`src/hdl/aavr_pkg.sv`:
```
// Shared types, widths and constants for the axis-angle vector rotation pipeline.
`default_nettype none
package aavr_pkg;

	// Fixed-point layout
	localparam int FRAC_W = 14;
	localparam int VEC_W  = 32;
	localparam int ANG_W  = 16;

	// Intermediate widths, sized from the operand ranges
	localparam int AA_W   = 2 * ANG_W;            // a_i * a_j, a_k * s
	localparam int P_W    = AA_W - FRAC_W;        // axis product after shift
	localparam int OMC_W  = ANG_W + 1;            // one minus cosine
	localparam int PO_W   = P_W + OMC_W;          // p_ij * omc
	localparam int T_W    = PO_W - FRAC_W;        // scaled outer-product term
	localparam int M_W    = T_W + 1;              // matrix entry
	localparam int PR_W   = M_W + VEC_W;          // matrix entry times vector component
	localparam int ACC_W  = PR_W + 2;             // sum of three products
	localparam int SH_W   = ACC_W - FRAC_W;       // row sum after shift

	// One in Q1.14, widened to the one-minus-cosine width
	localparam logic signed [OMC_W-1:0] ONE_Q14 = OMC_W'(16384);

	// Input beat
	typedef struct packed {
		logic signed [VEC_W-1:0] vec_x;
		logic signed [VEC_W-1:0] vec_y;
		logic signed [VEC_W-1:0] vec_z;
		logic signed [ANG_W-1:0] axis_x;
		logic signed [ANG_W-1:0] axis_y;
		logic signed [ANG_W-1:0] axis_z;
		logic signed [ANG_W-1:0] cos_angle;
		logic signed [ANG_W-1:0] sin_angle;
	} item_t;

	// Output beat
	typedef struct packed {
		logic signed [VEC_W-1:0] rot_x;
		logic signed [VEC_W-1:0] rot_y;
		logic signed [VEC_W-1:0] rot_z;
	} result_t;

endpackage
`default_nettype wire

```
`src/hdl/aavr_row_sum.sv`:
```
// Sum of one matrix row's three products, Q.14 rescale and 32-bit saturation.
`default_nettype none
module aavr_row_sum (
	input  wire logic signed [aavr_pkg::PR_W-1:0]  prod0,
	input  wire logic signed [aavr_pkg::PR_W-1:0]  prod1,
	input  wire logic signed [aavr_pkg::PR_W-1:0]  prod2,
	output logic signed [aavr_pkg::VEC_W-1:0]      rot
);

	logic signed [aavr_pkg::ACC_W-1:0] acc;
	logic signed [aavr_pkg::SH_W-1:0]  shifted;
	logic                               fits;

	// Sum at full precision, then drop the fraction bits (floor)
	always_comb begin
		acc     = aavr_pkg::ACC_W'(prod0) + aavr_pkg::ACC_W'(prod1)
			+ aavr_pkg::ACC_W'(prod2);
		shifted = acc[aavr_pkg::ACC_W-1:aavr_pkg::FRAC_W];
	end

	// Clamp to the signed 32-bit range
	always_comb begin
		fits = (shifted[aavr_pkg::SH_W-1:aavr_pkg::VEC_W-1]
			== {(aavr_pkg::SH_W-aavr_pkg::VEC_W+1){shifted[aavr_pkg::SH_W-1]}});
		if (fits) begin
			rot = shifted[aavr_pkg::VEC_W-1:0];
		end else if (shifted[aavr_pkg::SH_W-1]) begin
			rot = {1'b1, {(aavr_pkg::VEC_W-1){1'b0}}};
		end else begin
			rot = {1'b0, {(aavr_pkg::VEC_W-1){1'b1}}};
		end
	end

endmodule
`default_nettype wire

```
`config.mk`:
```
export PLATFORM = sky130hd
export DESIGN_NAME = aavr_row_sum
export DESIGN_NICKNAME = d
export VERILOG_FILES = /design/src/hdl/aavr_pkg.sv /design/src/hdl/aavr_row_sum.sv
export SDC_FILE = /design/constraint.sdc
export NUM_CORES = 1
export LEC_CHECK = 0
export ABC_AREA = 1
export BUFFER_PORTS_ARGS = -buffer_cell sky130_fd_sc_hd__buf_2
export CORE_MARGIN = 3
export CORE_UTILIZATION = 49
export DETAILED_ROUTE_END_ITERATION = 8
export GPL_ROUTABILITY_DRIVEN = 0
export PLACE_DENSITY = 0.93
export SYNTH_ARGS = -nofsm -noshare
export SYNTH_HDL_FRONTEND = slang
export SYNTH_SLANG_ARGS = --single-unit
```
`constraint.sdc`:
```
create_clock -name vclk -period 4.6
set_input_delay 1.15 -clock vclk [all_inputs]
set_output_delay 1.15 -clock vclk [all_outputs]
set_load 0.05 [all_outputs]
```
==> run_results.csv, run 1 <==
group,metric,value,unit
run_status,status,"stopped before the end",
synth,synth_top_family_by_area,"simple AND/OR/NAND/NOR gates",
placed_design,placed_area,0.00903,sq mm
synth,netlist_area,0.00601,sq mm
synth,synthSimpleGateAreaFrac,42.3,%
synth,synth_compound_area_share,8.26,%
synth,yosysSeqAreaShare,0,%
placed_design,port_buffers,194,
floorplan,ios,194,
floorplan,row_count,39,
synth,yosysWarnings,0,
synth,synth_cell_types,24,
floorplan,die_h,117,microns
placed_design,dp_hpwl,18800,microns
global_routing,grt-ovfl-total,1481,
synth,synthAdderAreaFrac,28.9,%
run_status,error_line,"[ERROR GRT-0232] Routing congestion too high. Check the congestion heatmap in the GUI.",
synth,synth_top_area_share,26.5,%
timing,grt_repair_worst_endpoint,"rot[14]",
placed_design,dp_slack,-1.01,ns
synth,synth.largest_area_cell,"nand2_1",
synth,netlist_top_cells_area,"nand2_1, fa_1, inv_1",
synth,muxShareOfSynthArea,0,%
floorplan,die_x,117,microns
global_routing,grt_usage,98.4,%
synth,synth_nets,1366,
synth,synth-xor-area-share,4.37,%
synth,syn_inst,1097,
global_routing,grt_max_degree,17,
floorplan,initial_core_util,51.4,%
timing,worst-ep-kind,"top-level output",
run_status,haltStage,"global routing",
synth,syn_area_per_cell,5.48,sq um
-- logic make-up after synthesis --
family / Yosys count
AO/OA/AOI/OAI: 88
adder cells (fa/ha/maj): 107
AND/OR/NAND/NOR: 621
buffers and inverters: 251
XOR/XNOR: 30
-- routing by layer --
| metal | GRT usage, % | GRT overflow |
|---|---|---|
| met1 | 81.3 | 11 |
| met2 | 140 | 1142 |
| met3 | 65.8 | 11 |
| met4 | 118 | 316 |
| met5 | 33.7 | 1 |
-- through the flow --
stage / TNS (ns) / cells / hold WS (ns) / util [%]
detailed placement: -29.81 / 1571 / 3.20 / 77.1
CTS: -22.52 / 1606 / 3.16 / 89.3
global placement: -26.53 / 1571 / 3.20 / 77.1
floorplan: -10.91 / 1097 / 2.86 / -
-- cell usage after synthesis (all sizes together) --
library cell and number:
a31oi 5, buf 12, ha 54, xnor2 13, nand2 431, a21oi 56, nor3 10, o21ai 7
inv 239, nand4 36, nand3 46, and3 2, a21boi 3, fa 53, o21bai 17, nand3b 3
xor2 17, nor2 91, nor4 2
-- what timing repair did --
item,4_1_cts
setup buffers,30
gates resized for setup,270
cloned,5
endpoints found under the setup margin,32
pin swaps,71
hold buffers,0
==> inputs of run 2 (changes only) <==
CORE_UTILIZATION = 40   (was 49)
PLACE_DENSITY = not set   (was 0.93)
PLACE_DENSITY_LB_ADDON = 0.15   (was not set)
clock period = 6 ns   (was 4.6 ns; I/O delays follow)
==> run_results.csv, run 2 <==
group,metric,value,unit
run_status,status,"finished with violations",
run_status,violations,"negative setup slack",
final_layout,layout_commonest_cell,"nand2_1",
floorplan,die_h,129,microns
floorplan,die_x,129,microns
placed_design,dpl.cell_count,1590,
min_path,hp-start,"prod0[35]",
synth,synth_top_area_share,26.5,%
placed_design,port_buffers,194,
synth,syn_area_per_cell,5.48,sq um
global_routing,first_global_vias,7090,
drt,drt_iter0_drc,482,
critical_path,critPathArrivalTime,4.60,ns
drt,dr_total_vias,7970,
timing,fin_crit_sh,102,%
final_layout,area_growth,69.2,%
timing,post-route-min-period,6.10,ns
global_routing,antenna_found_initial,0,
clocking,cts.hold.buffers_added,0,
pwr,peakVddDrop,0.133,mV
timing,slew-limit-headroom,63.6,%
placed_design,dp_hpwl,17400,microns
global_routing,grt_max_degree,31,
floorplan,initial_core_util,41.1,%
timing,tns,-2.01,ns
synth,yosysSeqAreaShare,0,%
placed_design,dp_slack,-0.213,ns
drt,dr.pass1.iters,5,
critical_path,worstPathRequired,4.50,ns
synth,synth_cell_types,24,
final_layout,n_clock_buffer,0,
synth,netlist_top_cells_area,"nand2_1, fa_1, inv_1",
synth,yosysMostFrequentCell,"nand2_1",
critical_path,worstSetupStartpointType,"input pin",
critical_path,crit_path_max_fanout,15,
final_layout,finalNetCount,1703,
critical_path,crit_type,"in -> out",
synth,synth_nets,1366,
min_path,min_path_cells,7,
final_layout,antennaDiodeCount,0,
pwr,total_power,0.00276,W
timing,rsz0062_at_grt,"true",
synth,syn_inst,1097,
floorplan,ios,194,
final_layout,nFillCells,1302,
timing,slew_violations,0,
global_routing,grt-ovfl-total,0,
floorplan,core-area,0.0146,sq mm
synth,synth.largest_area_cell,"nand2_1",
critical_path,cp-end-kind,"primary output",
global_routing,grt_usage,23.9,%
timing,setup_violations,31,
final_layout,layout_common_cells,"nand2_1, inv_1, buf_2, buf_4, nand2_2",
timing,worst_pin_slew,0.543,ns
final_layout,fin_cells,1616,
final_layout,multi_input_area,0.00648,sq mm
synth,yosysWarnings,0,
final_layout,final_layout_size_suffix_gt1_share,43.5,%
timing,setup_ws,-0.0994,ns
synth,netlist_area,0.00601,sq mm
pwr,p_leak,5.48,nW
global_routing,grt_pass1_wl,32800,microns
timing,clock.fmax,0.164,GHz
drt,drc,0,
drt,routed_via_density,4.93,
final_layout,seq_cells,0,
drt,wirelength,22900,microns
drt,ant_nets,0,
drt,wl_per_cell,14.2,microns
min_path,hold_path.class,"in -> out",
min_path,whs_endpoint,"rot[22]",
pwr,p_per_area,271,mW/mm^2
job,drv_cap,0,
synth,synth_commonest_cells,"nand2_1, inv_1, nor2_1, a21oi_1, ha_1",
timing,whs,3.82,ns
timing,finalHoldViolations,0,
final_layout,register_area,0,sq um
floorplan,die_area,0.0165,sq mm
floorplan,row_count,44,
## run 2: cell counts after synthesis
Identical to the previous run, type by type.
## run 2: metal layers
layer	vias to the layer above	routed length (microns)	GRT usage, %	part of all wire (%)
met5	-	0	0	0
li1	4036	-	-	-
met3	38	1500	1.16	6.5
met1	3596	10000	34.3	44
met2	300	10900	41.1	47
met4	0	498	3.03	2.2
## run 2: cell type report
type	count	share of cell area (%)
Inverter	239	8.91
Multi-Input combinational cell	846	63.7
Tap cell	184	2.26
Timing Repair Buffer	347	25.1
## run 2: critical path: stages
cell and delay, ns:
buf_6 0.09, fa_1 0.59, ha_4 0.23, nand2_2 0.07, nand2_1 0.07, a21oi_2 0.24
nand2_1 0.11, nand2_1 0.10, nand2_2 0.08, a21oi_4 0.23, nand3_1 0.12, nand2_2 0.12
nand2_1 0.07, nand2_1 0.08, nand2_2 0.08, nor2_4 0.12, buf_6 0.15, clkbuf_16 0.18
nand4_1 0.11, nand2_1 0.11, buf_6 0.16
## run 2: logic make-up (layout without fill, tap and decap cells)
| family | after synthesis | count (layout) | synth area share, % |
|---|---|---|---|
| compound gates | 88 | 88 | 8.26 |
| fa+ha+maj | 107 | 107 | 28.9 |
| simple gates | 621 | 621 | 42.3 |
| buf+inv | 251 | 586 | 16.2 |
| xor+xnor | 30 | 30 | 4.37 |
## run 2: power breakdown
group,internal (W),switching (W),leakage (nW)
Clock,0,0,0
Combinational,0.00118,0.00158,5.48
Sequential,0,0,0
## run 2: what timing repair did
item / 4_1_cts / 5_1_grt
setup buffers: 11 / 9
gates cloned: 2 / 4
endpoints found under the hold margin: 0 / 0
gates resized for setup: 124 / 263
pin swaps: 23 / 130
setup endpoints to repair: 31 / 31
## run 2: per-stage QoR
| stage | util, % | instance area (sq um) |
|---|---|---|
| 4_1_cts | 60.8 | 8900 |
| 3_3_place_gp | 55.7 | 8150 |
| 6_report | 69.5 | 10200 |
| 3_5_place_dp | 55.7 | 8150 |
| 2_1_floorplan | - | 6010 |
| 5_1_grt | 69.5 | 10200 |
## run 2: worst max path at each step
stage	start	endpoint	slack, ns	cells past startpoint
floorplan	prod0[46]	rot[10]	0.09	18
global placement	prod0[38]	rot[5]	-0.16	21
detailed placement	prod0[30]	rot[15]	-0.21	21
CTS	prod0[30]	rot[27]	0.00005	23
global route	prod2[30]	rot[21]	-0.22	21
finish	prod2[28]	rot[21]	-0.1	21
Power figures use the tool's default switching activity.
==> inputs of run 3 (changes only) <==
--- a/config.mk
+++ b/config.mk
@@ -7,3 +7,3 @@
 export LEC_CHECK = 0
-export ABC_AREA = 1
+export ABC_AREA = 0
 export BUFFER_PORTS_ARGS = -buffer_cell sky130_fd_sc_hd__buf_2
@@ -13,3 +13,3 @@
 export GPL_ROUTABILITY_DRIVEN = 0
-export PLACE_DENSITY_LB_ADDON = 0.15
+export PLACE_DENSITY = 0.68
 export SYNTH_ARGS = -nofsm -noshare
==> constraint.sdc (replaced) <==
create_clock -name vclk -period 6
set_input_delay 1.8 -clock vclk [all_inputs]
set_output_delay 1.8 -clock vclk [all_outputs]
set_load 0.05 [all_outputs]
==> run_results.csv, run 3 <==
group,metric,value,unit
run_status,status,"finished with violations",
run_status,violations,"negative setup slack",
synth,synth_cell_types,61,
pwr,power_frac_comb,100.0,%
drt,dr_total_vias,6457,
timing,setup_ws,-1.73,ns
final_layout,n_clock_buffer,0,
synth,synth_commonest_cells,"a21oi_1, nand2_1, ha_1, fa_1, inv_1",
final_layout,nFillCells,810,
global_routing,grt-ovfl-total,0,
final_layout,final_layout_size_suffix_gt1_share,53.2,%
global_routing,grt_pass1_wl,30400,microns
floorplan,die_h,116,microns
pwr,switchingPower,0.00129,W
drt,wl_per_cell,16.9,microns
final_layout,multi_input_area,0.00531,sq mm
critical_path,path_cells,"buf_2 -> inv_2 -> fa_1 -> inv_2 -> ha_4 -> a21o_1 -> a31o_4 -> a31oi_1 -> a211o_1 -> a211o_1 -> o21ai_4 -> buf_6 -> a41oi_4 -> xor2_2 -> or4_4 -> a221oi_4 -> buf_4 -> buf_6 -> buf_12 -> a21oi_4 -> buf_6",
timing,post-route-min-period,7.73,ns
timing,worst_pin_slew,0.544,ns
synth,synth_nets,903,
synth,syn_area_per_cell,7.63,sq um
job,drv_cap,0,
floorplan,ios,194,
timing,rsz0062_at_grt,"true",
timing,fin_crit_sh,129,%
drt,drt_iter0_drc,356,
final_layout,finish.instance_area,0.00868,sq mm
critical_path,critPathArrivalTime,5.93,ns
critical_path,cp-startpoint,"prod0[8]",
placed_design,dp_hpwl,15100,microns
pwr,p_per_area,270,mW/mm^2
floorplan,initial_core_util,41.7,%
final_layout,finalNetCount,1281,
final_layout,register_area,0,sq um
pwr,power_frac_clock,0,%
pwr,p_leak,4.05,nW
pwr,power.internal,0.00105,W
drt,dr.pass1.iters,5,
critical_path,slowest_stage,"fa_1",
synth,yosysWarnings,0,
critical_path,crit_type,"in -> out",
global_routing,first_global_vias,6713,
floorplan,die_x,116,microns
critical_path,cpPeakStageDelay,0.57,ns
pwr,total_power,0.00234,W
pwr,peakVddDrop,0.267,mV
min_path,hold_path.class,"in -> out",
final_layout,layout_commonest_cell,"buf_4",
synth,yosysMostFrequentCell,"a21oi_1",
global_routing,grt_usage,27.2,%
final_layout,layout_common_cells,"buf_4, buf_2, a21oi_1, nand2_1, fa_1",
final_layout,antennaDiodeCount,0,
critical_path,cp-end-kind,"primary output",
drt,wirelength,19500,microns
critical_path,worstSetupStartpointType,"input pin",
drt,routed_via_density,5.60,
timing,slew-limit-headroom,63.4,%
floorplan,die_area,0.0135,sq mm
synth,synth.largest_area_cell,"fa_1",
critical_path,worstPathRequired,4.20,ns
synth,yosysSeqAreaShare,0,%
synth,synth_top_area_share,21.9,%
floorplan,core-area,0.0116,sq mm
min_path,hp-start,"prod2[13]",
pwr,p_sw_share,55.3,%
global_routing,grt_max_degree,17,
critical_path,crit_path_max_fanout,6,
drt,drc,0,
floorplan,row_count,39,
drt,ant_nets,0,
final_layout,seq_cells,0,
timing,clock.fmax,0.129,GHz
timing,finalHoldViolations,0,
final_layout,fin_util,74.7,%
timing,setup_violations,32,
timing,slew_violations,0,
placed_design,placed_area,0.00768,sq mm
global_routing,antenna_found_initial,0,
clocking,cts.hold.buffers_added,0,
final_layout,area_growth,79.4,%
synth,netlist_area,0.00484,sq mm
pwr,power_frac_seq,0,%
synth,syn_inst,634,
placed_design,port_buffers,194,
critical_path,critPathMostFrequentCell,"buf_6",
synth,netlist_top_cells_area,"fa_1, ha_1, a21oi_1",
run 3: cell count changes in the layout (fill, tap and decap cells not counted), moves of 16 or more:
| cell | before | now |
|---|---|---|
| nand2_1 | 338 | 54 |
| ha_4 | 49 | 14 |
| nor2_2 | 41 | 1 |
| a21o_1 | 0 | 18 |
| ha_1 | 5 | 36 |
| a21oi_1 | 24 | 56 |
| nand3_1 | 33 | 4 |
| o21ai_0 | 5 | 22 |
| a21oi_4 | 5 | 32 |
| nand2_2 | 76 | 1 |
| buf_4 | 135 | 202 |
| nand2_4 | 16 | 0 |
| inv_1 | 218 | 38 |
run 3: area by class of cell:
| class | count | share of cell area, % |
|---|---|---|
| multi-input combinational | 548 | 61.2 |
| timing repair buffer | 410 | 34.4 |
| inverter | 52 | 2.33 |
| tap | 143 | 2.06 |
run 3: cell families (layout without fill, tap and decap cells):
logic type	after synthesis	after routing	share of synthesized area, %
AOI/OAI and AO/OA	227	227	30.1
and+or+nand+nor	175	175	18.6
adders and majority gates	107	107	35.9
buffers and inverters	86	462	8.30
xor gates and xnor gates	38	38	6.88
muxes	1	1	0.233
run 3: final timing paths:
kind,to,depth (start not counted)
worst max-delay path,rot[0],21
worst min-delay path,rot[0],6
run 3: layer usage:
layer | part of all wire [%] | vias up | wire [microns] | global-route usage (%)
met5 | 0 | - | 0 | 0
met2 | 53 | 305 | 10300 | 53.4
li1 | - | 3050 | - | -
met1 | 38 | 3045 | 7430 | 31.6
met3 | 5.9 | 57 | 1160 | 1.93
met4 | 2.9 | 0 | 573 | 6.88
run 3: critical path: cells and delay by family:
family | cells | cell delay, ns
AOI/OAI and AO/OA | 9 | 1.75
buffers and inverters | 8 | 0.94
adders and majority gates | 2 | 0.83
and+or+nand+nor | 1 | 0.44
xor gates and xnor gates | 1 | 0.19
run 3: power by group through the flow:
stage | Combinational (W) | Sequential, W | Clock (W)
6_report | 0.00234 | 0 | 0
4_1_cts | 0.00218 | 0 | 0
5_1_grt | 0.00250 | 0 | 0
3_5_place_dp | 0.00196 | 0 | 0
3_3_place_gp | 0.00192 | 0 | 0
2_1_floorplan | 0.00126 | 0 | 0
run 3: what timing repair did:
action                     4_1_cts  5_1_grt
gates cloned                     4        1
pin swaps                       29       46
gates resized for setup        122       61
setup endpoints to repair       32       32
hold endpoints to repair         0        0
buffers inserted                15       10
run 3: metrics by stage:
stage               hold WS, ns  worst slack (ns)  instances  TNS, ns
floorplan                  4.19             -1.50        634   -46.21
finish                     4.53             -1.73       1153   -52.68
global placement           4.57             -1.96       1126   -60.48
detailed placement         4.59             -2.00       1126   -61.66
global route               4.58             -1.93       1153   -58.32
CTS                        4.52             -1.70       1145   -51.84
==> inputs of run 4 (changes only) <==
CAP_MARGIN = 20   (was not set)
CORE_MARGIN = not set   (was 3)
==> run_results.csv, run 4 (synthesis results as in run 3) <==
group,metric,value,unit
floorplan,die_h,112,microns
critical_path,crit_path_max_fanout,8,
final_layout,register_area,0,sq um
run_status,violations,"design-rule violations, negative setup slack",
critical_path,critPathBufInv,7,
pwr,peakVddDrop,0.217,mV
final_layout,finalNetCount,1277,
timing,fin_crit_sh,130,%
global_routing,grt_pass1_wl,30800,microns
final_layout,n_clock_buffer,0,
final_layout,fin_util,74.7,%
floorplan,die_area,0.0125,sq mm
drt,wirelength,20200,microns
timing,post-route-min-period,7.82,ns
global_routing,antenna_found_initial,0,
timing,tns,-56.90,ns
timing,slew-limit-headroom,64.7,%
drt,wl_per_cell,17.5,microns
timing,finalHoldViolations,0,
critical_path,cp_top_family,"simple AND/OR/NAND/NOR gates",
final_layout,layout_commonest_cell,"buf_4",
critical_path,crit_type,"in -> out",
final_layout,antennaDiodeCount,0,
drt,dr.pass1.iters,9,
final_layout,final_layout_size_suffix_gt1_share,53.0,%
timing,rsz0062_at_grt,"true",
floorplan,row_count,39,
placed_design,port_buffers,194,
global_routing,grt-ovfl-total,0,
global_routing,grt_usage,29.4,%
pwr,p_leak,4.02,nW
timing,clock.fmax,0.128,GHz
floorplan,die_x,112,microns
global_routing,first_global_vias,6973,
drt,ant_nets,0,
timing,setup_ws,-1.82,ns
floorplan,ios,194,
final_layout,seq_cells,0,
timing,worst_pin_slew,0.524,ns
final_layout,layout_common_cells,"buf_4, buf_2, a21oi_1, nand2_1, fa_1",
critical_path,cpPeakStageDelay,0.50,ns
drt,routed_via_density,5.77,
placed_design,dp_hpwl,14700,microns
drt,dr_total_vias,6629,
min_path,hold_path.class,"in -> out",
global_routing,grt_max_degree,14,
critical_path,cp-end-kind,"primary output",
critical_path,critPathMostFrequentCell,"buf_4",
timing,slew_violations,0,
critical_path,critPathArrivalTime,6.02,ns
run_status,status,"finished with violations",
critical_path,worstPathRequired,4.20,ns
drt,drc,10,
final_layout,area_growth,79.3,%
floorplan,initial_core_util,41.7,%
critical_path,worstSetupStartpointType,"input pin",
job,drv_cap,0,
critical_path,path_cells,"buf_2 -> fa_1 -> ha_1 -> buf_4 -> buf_4 -> and3_1 -> a31oi_4 -> o211ai_1 -> buf_4 -> or3_4 -> a41oi_4 -> nand3_1 -> or4_4 -> a221oi_4 -> buf_12 -> buf_12 -> a21oi_4 -> buf_6",
critical_path,slowest_stage,"fa_1",
floorplan,core-area,0.0116,sq mm
drt,drt_iter0_drc,474,
final_layout,nFillCells,793,
pwr,total_power,0.00239,W
timing,setup_violations,32,
pwr,p_per_area,276,mW/mm^2
## run 4: timing repair
action                                 CTS  global route
setup buffers                           19             9
endpoints found under the hold margin    0             0
hold buffers                             0             0
setup endpoints to repair               32            32
gates cloned                             3             0
gates resized for setup                132            49
pin swaps                               26            44
## run 4: routing by layer
layer / track usage [%] / vias to the layer above / share of wire [%]
li1: - / 3048 / -
met1: 33.1 / 3108 / 37
met2: 56.3 / 378 / 52
met3: 2.83 / 95 / 6.8
met4: 12.3 / 0 / 4.0
met5: 0 / - / 0
## run 4: layout make-up
type	count	area [sq um]	area share, %
multi-input combinational	548	5350	61.6
inverter	52	205	2.36
tap	143	179	2.06
timing repair buffer	406	2950	33.9
## run 4: worst paths after layout
kind	endpoint	start	cells past startpoint
max	rot[3]	prod0[13]	18
min	rot[3]	prod2[16]	7
## run 4: per-stage QoR
stage | instances | instance area, sq um | hold WS, ns | setup slack, ns
2_1_floorplan | 634 | 5290 | 4.19 | -1.50
3_3_place_gp | 1120 | 7630 | 4.57 | -1.97
3_5_place_dp | 1120 | 7630 | 4.56 | -1.97
4_1_cts | 1142 | 8400 | 4.51 | -1.69
5_1_grt | 1149 | 8680 | 4.56 | -1.92
6_report | 1149 | 8680 | 4.53 | -1.82
## run 4: report_power, final
group	total [W]	internal, W	switching, W
clock	0	0	0
combinational	0.00239	0.00107	0.00132
sequential	0	0	0
total	0.00239	0.00107	0.00132
## run 4: tightest hold or removal path: cells and delay by family
kind            cells  cell delay (ns)
buf+inv             3             0.37
compound gates      1             0.08
xor+xnor            1             0.18
fa+ha+maj           2             0.30
